**config.mk**
```make
export PLATFORM = sky130hd
export DESIGN_NAME = dma_buffer_ring_manager
export DESIGN_NICKNAME = d
export VERILOG_FILES = /design/src/sv/dbrm_pkg.sv /design/src/sv/dbrm_in_stage.sv /design/src/sv/dbrm_ring_core.sv /design/src/sv/dma_buffer_ring_manager.sv
export SDC_FILE = /design/constraint.sdc
export NUM_CORES = 1
export LEC_CHECK = 0
export ABC_AREA = 1
export BUFFER_PORTS_ARGS = -buffer_cell sky130_fd_sc_hd__buf_2
export CORE_MARGIN = 4
export CORE_UTILIZATION = 35
export DETAILED_ROUTE_END_ITERATION = 10
export SYNTH_ARGS = -nofsm -noshare
export SYNTH_HDL_FRONTEND = slang
export SYNTH_SLANG_ARGS = --single-unit
```
**constraint.sdc**
```tcl
create_clock -name clk_i -period 4.8 [get_ports clk_i]
set_input_delay 0.48 -clock clk_i [delete_from_list [all_inputs] [get_ports clk_i]]
set_output_delay 0.48 -clock clk_i [all_outputs]
set_load 0.01 [all_outputs]
```
**src/sv/dbrm_pkg.sv**
```systemverilog
package dbrm_pkg;

  // Sizing defaults handed to the top level parameters
  localparam int MAX_SLOTS_DEF   = 16;
  localparam int COUNT_WIDTH_DEF = 32;

  // Ring size limits and register reset values
  localparam int MIN_RING_SIZE      = 2;
  localparam int RING_SIZE_W        = 5;
  localparam logic [RING_SIZE_W-1:0] RING_SIZE_RST = RING_SIZE_W'(MIN_RING_SIZE);

  // Fixed field widths on the streams
  localparam int FUNC_W      = 2;
  localparam int INDEX_W     = 4;
  localparam int TOTAL_W     = 32;
  localparam int IN_TDATA_W  = 8;
  localparam int OUT_TDATA_W = 80;

  typedef enum logic [FUNC_W-1:0] {
    FUNC_HALF = 2'd0,
    FUNC_DONE = 2'd1,
    FUNC_POP  = 2'd2,
    FUNC_FREE = 2'd3
  } func_e;

  typedef struct packed {
    func_e              func;
    logic [INDEX_W-1:0] free_index;
  } req_t;

  typedef struct packed {
    logic [INDEX_W-1:0] next_fill_index;
    logic               pop_valid;
    logic [INDEX_W-1:0] pop_index;
    logic               drop_pending;
    logic               sequence_error;
    logic [TOTAL_W-1:0] dropped_total;
    logic [TOTAL_W-1:0] received_total;
  } result_t;

endpackage

```
**src/sv/dbrm_in_stage.sv**
```systemverilog
module dbrm_in_stage import dbrm_pkg::*; (
  input  logic                  clk_i,
  input  logic                  rst_ni,
  input  logic                  s_valid_i,
  input  logic [FUNC_W-1:0]     s_user_i,
  input  logic [IN_TDATA_W-1:0] s_data_i,
  output logic                  s_ready_o,
  input  logic                  out_free_i,
  output req_t                  req_o,
  output logic                  fire_o
);

  logic valid_q;
  req_t req_q;

  // request moves on when the result register can take it
  assign fire_o    = valid_q && out_free_i;
  assign s_ready_o = !valid_q || out_free_i;
  assign req_o     = req_q;

  always_ff @(posedge clk_i or negedge rst_ni) begin
    if (!rst_ni) begin
      valid_q <= 1'b0;
    end else if (s_valid_i && s_ready_o) begin
      valid_q <= 1'b1;
    end else if (fire_o) begin
      valid_q <= 1'b0;
    end
  end

  always_ff @(posedge clk_i) begin
    if (s_valid_i && s_ready_o) begin
      req_q.func       <= func_e'(s_user_i);
      req_q.free_index <= s_data_i[INDEX_W-1:0];
    end
  end

endmodule

```
**src/sv/dbrm_ring_core.sv**
```systemverilog
module dbrm_ring_core import dbrm_pkg::*; #(
  parameter int MaxSlots   = MAX_SLOTS_DEF,
  parameter int CountWidth = COUNT_WIDTH_DEF
) (
  input  logic                   clk_i,
  input  logic                   rst_ni,
  input  req_t                   req_i,
  input  logic                   fire_i,
  input  logic [RING_SIZE_W-1:0] ring_size_i,
  input  logic                   dual_channel_i,
  output result_t                res_o
);

  localparam int IdxW  = $clog2(MaxSlots);
  localparam int SzRaw = $clog2(MaxSlots + 1);
  localparam int SzW   = (SzRaw > RING_SIZE_W) ? SzRaw : RING_SIZE_W;
  localparam int OutW  = (IdxW > INDEX_W) ? IdxW : INDEX_W;
  localparam int CntW  = (CountWidth > TOTAL_W) ? CountWidth : TOTAL_W;

  logic [MaxSlots-1:0]   slot_full_q, slot_full_d;
  logic [IdxW-1:0]       fill_slot_q, fill_slot_d;
  logic [IdxW-1:0]       next_slot_q, next_slot_d;
  logic [IdxW-1:0]       read_slot_q, read_slot_d;
  logic                  decided_q, decided_d;
  logic                  drop_q, drop_d;
  logic                  first_done_q, first_done_d;
  logic [CountWidth-1:0] drop_cnt_q, drop_cnt_d;
  logic [CountWidth-1:0] recv_cnt_q, recv_cnt_d;

  logic [SzW-1:0]  ring_sz, eff_size, free_ext;
  logic [IdxW-1:0] after_fill, after_read;
  logic            set_en, free_en, pop_v, seq_err;
  logic [IdxW-1:0] pop_idx;
  logic [OutW-1:0] next_ext, pop_ext;
  logic [CntW-1:0] drop_ext, recv_ext;

  function automatic logic [IdxW-1:0] wrap_inc(input logic [IdxW-1:0] x,
                                              input logic [SzW-1:0]  sz);
    logic [SzW-1:0] y;
    y = SzW'(x) + SzW'(1);
    return (y >= sz) ? '0 : IdxW'(y);
  endfunction

  // ring size saturated to the supported range
  always_comb begin
    ring_sz = SzW'(ring_size_i);
    if (ring_sz < SzW'(MIN_RING_SIZE)) begin
      eff_size = SzW'(MIN_RING_SIZE);
    end else if (ring_sz > SzW'(MaxSlots)) begin
      eff_size = SzW'(MaxSlots);
    end else begin
      eff_size = ring_sz;
    end
  end

  assign after_fill = wrap_inc(fill_slot_q, eff_size);
  assign after_read = wrap_inc(read_slot_q, eff_size);
  assign free_ext   = SzW'(req_i.free_index);

  always_comb begin
    fill_slot_d  = fill_slot_q;
    next_slot_d  = next_slot_q;
    read_slot_d  = read_slot_q;
    decided_d    = decided_q;
    drop_d       = drop_q;
    first_done_d = first_done_q;
    drop_cnt_d   = drop_cnt_q;
    recv_cnt_d   = recv_cnt_q;
    set_en       = 1'b0;
    free_en      = 1'b0;
    pop_v        = 1'b0;
    pop_idx      = '0;
    seq_err      = 1'b0;
    unique case (req_i.func)
      FUNC_HALF: begin
        // decide once per round
        if (!decided_q) begin
          if (!slot_full_q[after_fill]) begin
            next_slot_d = after_fill;
          end else begin
            drop_d      = 1'b1;
            next_slot_d = fill_slot_q;
          end
          decided_d = 1'b1;
        end
      end
      FUNC_DONE: begin
        if (!decided_q) begin
          seq_err = 1'b1;
        end else if (!dual_channel_i || first_done_q) begin
          if (drop_q) begin
            drop_cnt_d = drop_cnt_q + CountWidth'(1);
          end else begin
            set_en      = 1'b1;
            fill_slot_d = next_slot_q;
            recv_cnt_d  = recv_cnt_q + CountWidth'(1);
          end
          decided_d    = 1'b0;
          drop_d       = 1'b0;
          first_done_d = 1'b0;
        end else begin
          first_done_d = 1'b1;
        end
      end
      FUNC_POP: begin
        if (slot_full_q[read_slot_q]) begin
          pop_v       = 1'b1;
          pop_idx     = read_slot_q;
          read_slot_d = after_read;
        end
      end
      FUNC_FREE: begin
        free_en = free_ext < SzW'(MaxSlots);
      end
      default: ;
    endcase
  end

  // per-slot full flags; a fill and a free never coincide
  always_comb begin
    slot_full_d = slot_full_q;
    for (int i = 0; i < MaxSlots; i++) begin
      if (set_en && fill_slot_q == IdxW'(i)) begin
        slot_full_d[i] = 1'b1;
      end
      if (free_en && free_ext == SzW'(i)) begin
        slot_full_d[i] = 1'b0;
      end
    end
  end

  always_ff @(posedge clk_i or negedge rst_ni) begin
    if (!rst_ni) begin
      slot_full_q  <= '0;
      fill_slot_q  <= '0;
      next_slot_q  <= '0;
      read_slot_q  <= '0;
      decided_q    <= 1'b0;
      drop_q       <= 1'b0;
      first_done_q <= 1'b0;
      drop_cnt_q   <= '0;
      recv_cnt_q   <= '0;
    end else if (fire_i) begin
      slot_full_q  <= slot_full_d;
      fill_slot_q  <= fill_slot_d;
      next_slot_q  <= next_slot_d;
      read_slot_q  <= read_slot_d;
      decided_q    <= decided_d;
      drop_q       <= drop_d;
      first_done_q <= first_done_d;
      drop_cnt_q   <= drop_cnt_d;
      recv_cnt_q   <= recv_cnt_d;
    end
  end

  assign next_ext = OutW'(next_slot_d);
  assign pop_ext  = OutW'(pop_idx);
  assign drop_ext = CntW'(drop_cnt_d);
  assign recv_ext = CntW'(recv_cnt_d);

  always_comb begin
    res_o.next_fill_index = next_ext[INDEX_W-1:0];
    res_o.pop_valid       = pop_v;
    res_o.pop_index       = pop_ext[INDEX_W-1:0];
    res_o.drop_pending    = drop_d;
    res_o.sequence_error  = seq_err;
    res_o.dropped_total   = drop_ext[TOTAL_W-1:0];
    res_o.received_total  = recv_ext[TOTAL_W-1:0];
  end

endmodule

```
**src/sv/dma_buffer_ring_manager.sv**
```systemverilog
// Channel   Dir  Group         Contents (lowest bit first)
// config    in   APB           0x0 ring_size[4:0], 0x4 dual_channel[0]
// events    in   s_axis_*      tuser: func[1:0]; tdata: free_index[3:0], pad
// results   out  m_axis_*      tdata: next_fill_index, pop_valid, pop_index,
//                              drop_pending, sequence_error, dropped_total,
//                              received_total, pad
//
// Flow: one event request per clock while m_axis_tready stays high; a result is
//   presented once its request has passed the input register and then the
//   result register.
// The ring bookkeeping (slot flags, indices, counters) updates in the clock in
//   which a request moves from the input register to the result one.
// Reset: asynchronous, clears all slot flags, indices and counters; ring_size
//   returns to 2, dual_channel to 0.
// Stalls: with m_axis_tready low the result holds and one more request is
//   taken into the input register before s_axis_tready drops.
module dma_buffer_ring_manager import dbrm_pkg::*; #(
  parameter int MaxSlots   = MAX_SLOTS_DEF,
  parameter int CountWidth = COUNT_WIDTH_DEF
) (
  input  logic                   clk_i,
  input  logic                   rst_ni,
  // configuration
  input  logic                   psel,
  input  logic                   penable,
  input  logic                   pwrite,
  input  logic [2:0]             paddr,
  input  logic [31:0]            pwdata,
  output logic [31:0]            prdata,
  output logic                   pready,
  // event requests
  input  logic                   s_axis_tvalid,
  output logic                   s_axis_tready,
  input  logic [FUNC_W-1:0]      s_axis_tuser,   // func[1:0]
  input  logic [IN_TDATA_W-1:0]  s_axis_tdata,   // free_index[3:0], zeros[7:4]
  // results
  output logic                   m_axis_tvalid,
  input  logic                   m_axis_tready,
  // next_fill_index[3:0], pop_valid[4], pop_index[8:5], drop_pending[9],
  // sequence_error[10], dropped_total[42:11], received_total[74:43], zeros[79:75]
  output logic [OUT_TDATA_W-1:0] m_axis_tdata
);

  typedef enum logic {
    REG_RING_SIZE    = 1'b0,
    REG_DUAL_CHANNEL = 1'b1
  } reg_e;

  localparam int PadW = OUT_TDATA_W - $bits(result_t);

  logic [RING_SIZE_W-1:0] ring_size_q;
  logic                   dual_channel_q;
  reg_e                   reg_sel;
  logic                   cfg_wr;

  req_t    req;
  logic    fire;
  logic    out_free;
  result_t res;
  result_t res_q;
  logic    m_valid_q;

  // --- configuration port: word index is paddr[2] ---
  assign pready  = 1'b1;
  assign reg_sel = reg_e'(paddr[2]);
  assign cfg_wr  = psel && penable && pwrite && pready;

  always_ff @(posedge clk_i or negedge rst_ni) begin
    if (!rst_ni) begin
      ring_size_q    <= RING_SIZE_RST;
      dual_channel_q <= 1'b0;
    end else if (cfg_wr) begin
      unique case (reg_sel)
        REG_RING_SIZE:    ring_size_q    <= pwdata[RING_SIZE_W-1:0];
        REG_DUAL_CHANNEL: dual_channel_q <= pwdata[0];
        default: ;
      endcase
    end
  end

  always_comb begin
    unique case (reg_sel)
      REG_RING_SIZE:    prdata = 32'(ring_size_q);
      REG_DUAL_CHANNEL: prdata = 32'(dual_channel_q);
      default:          prdata = '0;
    endcase
  end

  // --- input register ---
  dbrm_in_stage u_in_stage (
    .clk_i      (clk_i),
    .rst_ni     (rst_ni),
    .s_valid_i  (s_axis_tvalid),
    .s_user_i   (s_axis_tuser),
    .s_data_i   (s_axis_tdata),
    .s_ready_o  (s_axis_tready),
    .out_free_i (out_free),
    .req_o      (req),
    .fire_o     (fire)
  );

  // --- ring bookkeeping ---
  dbrm_ring_core #(
    .MaxSlots   (MaxSlots),
    .CountWidth (CountWidth)
  ) u_ring_core (
    .clk_i          (clk_i),
    .rst_ni         (rst_ni),
    .req_i          (req),
    .fire_i         (fire),
    .ring_size_i    (ring_size_q),
    .dual_channel_i (dual_channel_q),
    .res_o          (res)
  );

  // --- result register ---
  assign out_free = !m_valid_q || m_axis_tready;

  always_ff @(posedge clk_i or negedge rst_ni) begin
    if (!rst_ni) begin
      m_valid_q <= 1'b0;
    end else if (fire) begin
      m_valid_q <= 1'b1;
    end else if (m_axis_tready) begin
      m_valid_q <= 1'b0;
    end
  end

  always_ff @(posedge clk_i) begin
    if (fire) begin
      res_q <= res;
    end
  end

  assign m_axis_tvalid = m_valid_q;
  assign m_axis_tdata  = {{PadW{1'b0}},
                          res_q.received_total,
                          res_q.dropped_total,
                          res_q.sequence_error,
                          res_q.drop_pending,
                          res_q.pop_index,
                          res_q.pop_valid,
                          res_q.next_fill_index};

endmodule

```
==> flow_metrics.tcl <==
set metrics [dict create \
    status "finished clean" \
    htree_levels 4 \
    num_vias 7091 \
    finalCritPeriodShare_pct 66.8 \
    drtIter0Drc 516 \
    ys_async_sr_fraction_pct 56.0 \
    synth_area_leaders "dfrtp_1 27%, edfxtp_1 26%, nand2_1 11%" \
    ys_warn_count 0 \
    cts_root_buffer "clkbuf_16" \
    port_buffers 100 \
    utilization_pct 41.0 \
    yosysTopAreaCell "dfrtp_1" \
    swShare_pct 37.1 \
    die_h_um 172 \
    clock_latency_ps 430 \
    cp-start-kind "register" \
    clock.fmax_mhz 312 \
    cts_resized 0 \
    critPathKind "reg2reg" \
    fin_crit_ps 3210 \
    wl_per_cell_um 13.8 \
    skew_ps 8.59 \
    avgSynthCellArea_um2 8.89 \
    cap_violations 0 \
    dieArea_mm2 0.0295 \
    synth-seq-cells 184 \
    synth_top_family_by_area "simple AND/OR/NAND/NOR gates" \
    gp_congestion 0.893 \
    fin_nets 1225 \
    pre_cts_slack_ps 1660 \
    antenna_found_initial 0 \
    clockBufferDepth 2 \
    required_ps 4980 \
    grt_max_degree 81 \
    grtUsageTotal_pct 14.5 \
    yosysSeqAreaShare_pct 53.5 \
    crit_path_end_kind "register" \
    setup_slack_ps 1590 \
    cts_hold_buf 0 \
    netlist_instances 1054 \
    drive_above_1_share_pct 14.1 \
    post_cts_buffers 0 \
    synth_xor_area_share_pct 5.05 \
    grt_pass1_wl_um 34300 \
    min_path_type "in2async" \
    synthToLayoutAreaGrowth_pct 14.7 \
    placed_cells 1472 \
    grt_pass1_vias 6881 \
    pwr-share-seq_pct 42.7 \
    syn_area_mm2 0.00937 \
    synth_enable_flop_cells 81 \
    clock-sinks 184 \
    finalNonFillerCells 1504 \
    synthFlopType "dfrtp_1" \
    yosys.cell_count.top_type "nand2_1" \
    route.final.wire_length_um 20800 \
    synth_cell_types 42 \
    finalInstanceArea_mm2 0.0107 \
    start_util_pct 35.8 \
    cts_buffers 17 \
    io_pins 167 \
    critPathArrivalTime_ps 3380 \
    p_sw_mw 2.00 \
    overflow 0 \
    synth_top_area_share_pct 27.2 \
    p_leak_nw 5.03 \
    die_width_um 172 \
    drv_slew 0 \
    finalHoldViolCount 0 \
    pwr-share-comb_pct 30.1 \
    ant_nets 0 \
    pwr-share-clk_pct 27.2 \
    drt_pre_antenna_iters 4 \
    worst_pin_slew_ps 982 \
    fin_total_pwr_mw 5.40 \
    placed_area_mm2 0.0101 \
    rows 59 \
    viasPerCell 4.71 \
    final-setup-viol-count 0 \
    dp_hpwl_um 15100 \
    clkSlewWorstSetupHoldPaths_ps 70 \
    antenna_cells 0 \
    cts_tree "yes" \
    synthSimpleGateAreaFrac_pct 23.4 \
    timing.hold.ws_ps 198 \
    cellPowerDensity_mw_per_mm2 502 \
    synthMuxAreaShare_pct 0 \
    drc_errors 0 \
    core-area_mm2 0.0262 \
    intPower_mw 3.39 \
    critPathMaxFanout 14 \
    synthAdderAreaFrac_pct 2.27 \
    rsz0062_at_grt "false" \
    finalSetupTns_ps 0 \
    maxSlewHeadroom_pct 34.6 \
    irDropWorstVdd_v 0.000220 \
    synth_commonest_cells "271 x nand2_1, 145 x inv_1, 102 x dfrtp_1, 81 x edfxtp_1, 64 x o21ai_0" \
    synth-compound-area-share_pct 6.36 \
]
[worst paths after layout]
| check | start | to | slack (ps) | depth (start not counted) |
|---|---|---|---|---|
| worst max-delay path | u_ring_core.fill_slot_q[0]$_DFFE_PN0P_ | m_axis_tdata[0]$_DFFE_PP_ | 1590 | 15 |
| worst min-delay path | rst_ni | u_ring_core.drop_cnt_q[8]$_DFFE_PN0P_ | 200 | 1 |
| worst max register to register | u_ring_core.fill_slot_q[0]$_DFFE_PN0P_ | m_axis_tdata[0]$_DFFE_PP_ | 1590 | 15 |
| worst min register to register | ring_size_q[0]$_DFFE_PN0P_ | ring_size_q[0]$_DFFE_PN0P_ | 490 | 2 |
| max in group asynchronous | rst_ni | u_ring_core.slot_full_q[9]$_DFFE_PN0P_ | 3580 | 2 |
| min in group clk_i | s_axis_tdata[2] | u_in_stage.req_o[2]$_DFFE_PP_ | 220 | 1 |
[layout make-up]
cell class / instances / area, µm²
clock buffers: 18 / 439
flip-flops and latches: 184 / 5010
fillers: 2544 / 15500
inverters: 146 / 551
well taps: 335 / 419
clock inverters: 14 / 176
repair buffers: 106 / 548
multi-input cells: 701 / 3600
[per-layer routing]
layer	vias up	wire [µm]	GRT usage, %
met4	0	274	4.10
met5	-	0	0
met1	3320	9750	19.9
met3	21	1150	3.15
met2	173	9580	23.3
li1	3577	-	-
[state kept, by name, summed over array words and instances, names as in the netlist, 4 cells and up]
name / count
u_ring_core.read_slot_q: 4
u_ring_core.slot_full_q: 16
u_ring_core.fill_slot_q: 4
u_ring_core.recv_cnt_q: 32
u_ring_core.drop_cnt_q: 32
m_axis_tdata: 75
u_in_stage.req_o: 6
u_ring_core.next_slot_q: 4
ring_size_q: 5
[kinds of logic after synthesis]
family          after synthesis
compound gates              113
xor+xnor                     54
fa+ha+maj                    17
buf+inv                     200
flops                       184
other cells                   2
simple gates                484
[power by group through the flow]
| stage | clock, mW | sequential, mW | combinational [mW] |
|---|---|---|---|
| after floorplan | 0 | 2.33 | 1.14 |
| after global placement | 0 | 2.33 | 1.60 |
| after detailed placement | 0 | 2.33 | 1.63 |
| after CTS | 1.51 | 2.30 | 1.64 |
| after global routing | 1.59 | 2.35 | 1.87 |
| final | 1.47 | 2.30 | 1.62 |
[cell usage in the layout (no fill, tap or decap), types with 2 or more instances in the layout]
cell type / instances
a31oi_1: 2
inv_8: 2
nor4_1: 12
nor3_1: 38
xor2_1: 50
inv_1: 144
ha_1: 17
or2_2: 2
xnor2_1: 4
o21ai_0: 64
dfrtp_1: 102
inv_6: 7
edfxtp_1: 81
buf_4: 7
buf_2: 99
nand3_4: 2
nand3_2: 2
conb_1: 33
nand4_1: 21
clkbuf_16: 17
nor2_4: 5
o21bai_1: 3
nor2_1: 59
nand2_1: 270
nor3_2: 2
nor4_2: 2
o21ai_1: 5
nand2_2: 2
a21oi_1: 35
bufinv_16: 2
nor2_2: 3
nand3_1: 55
nand3b_1: 4
[critical path, stage by stage, from the launching register on]
cell and delay (ps):
dfrtp_1 470, inv_1 380, ha_1 340, ha_1 280
nand2_1 60, nor2_1 40, nand2_1 270, nand3_2 230
inv_1 120, nand3_1 100, nand3_1 90, nand3_1 150
nand2_1 190, nand2_1 70, nand3_1 90, nand2_1 80
Power figures use the tool's default switching activity.
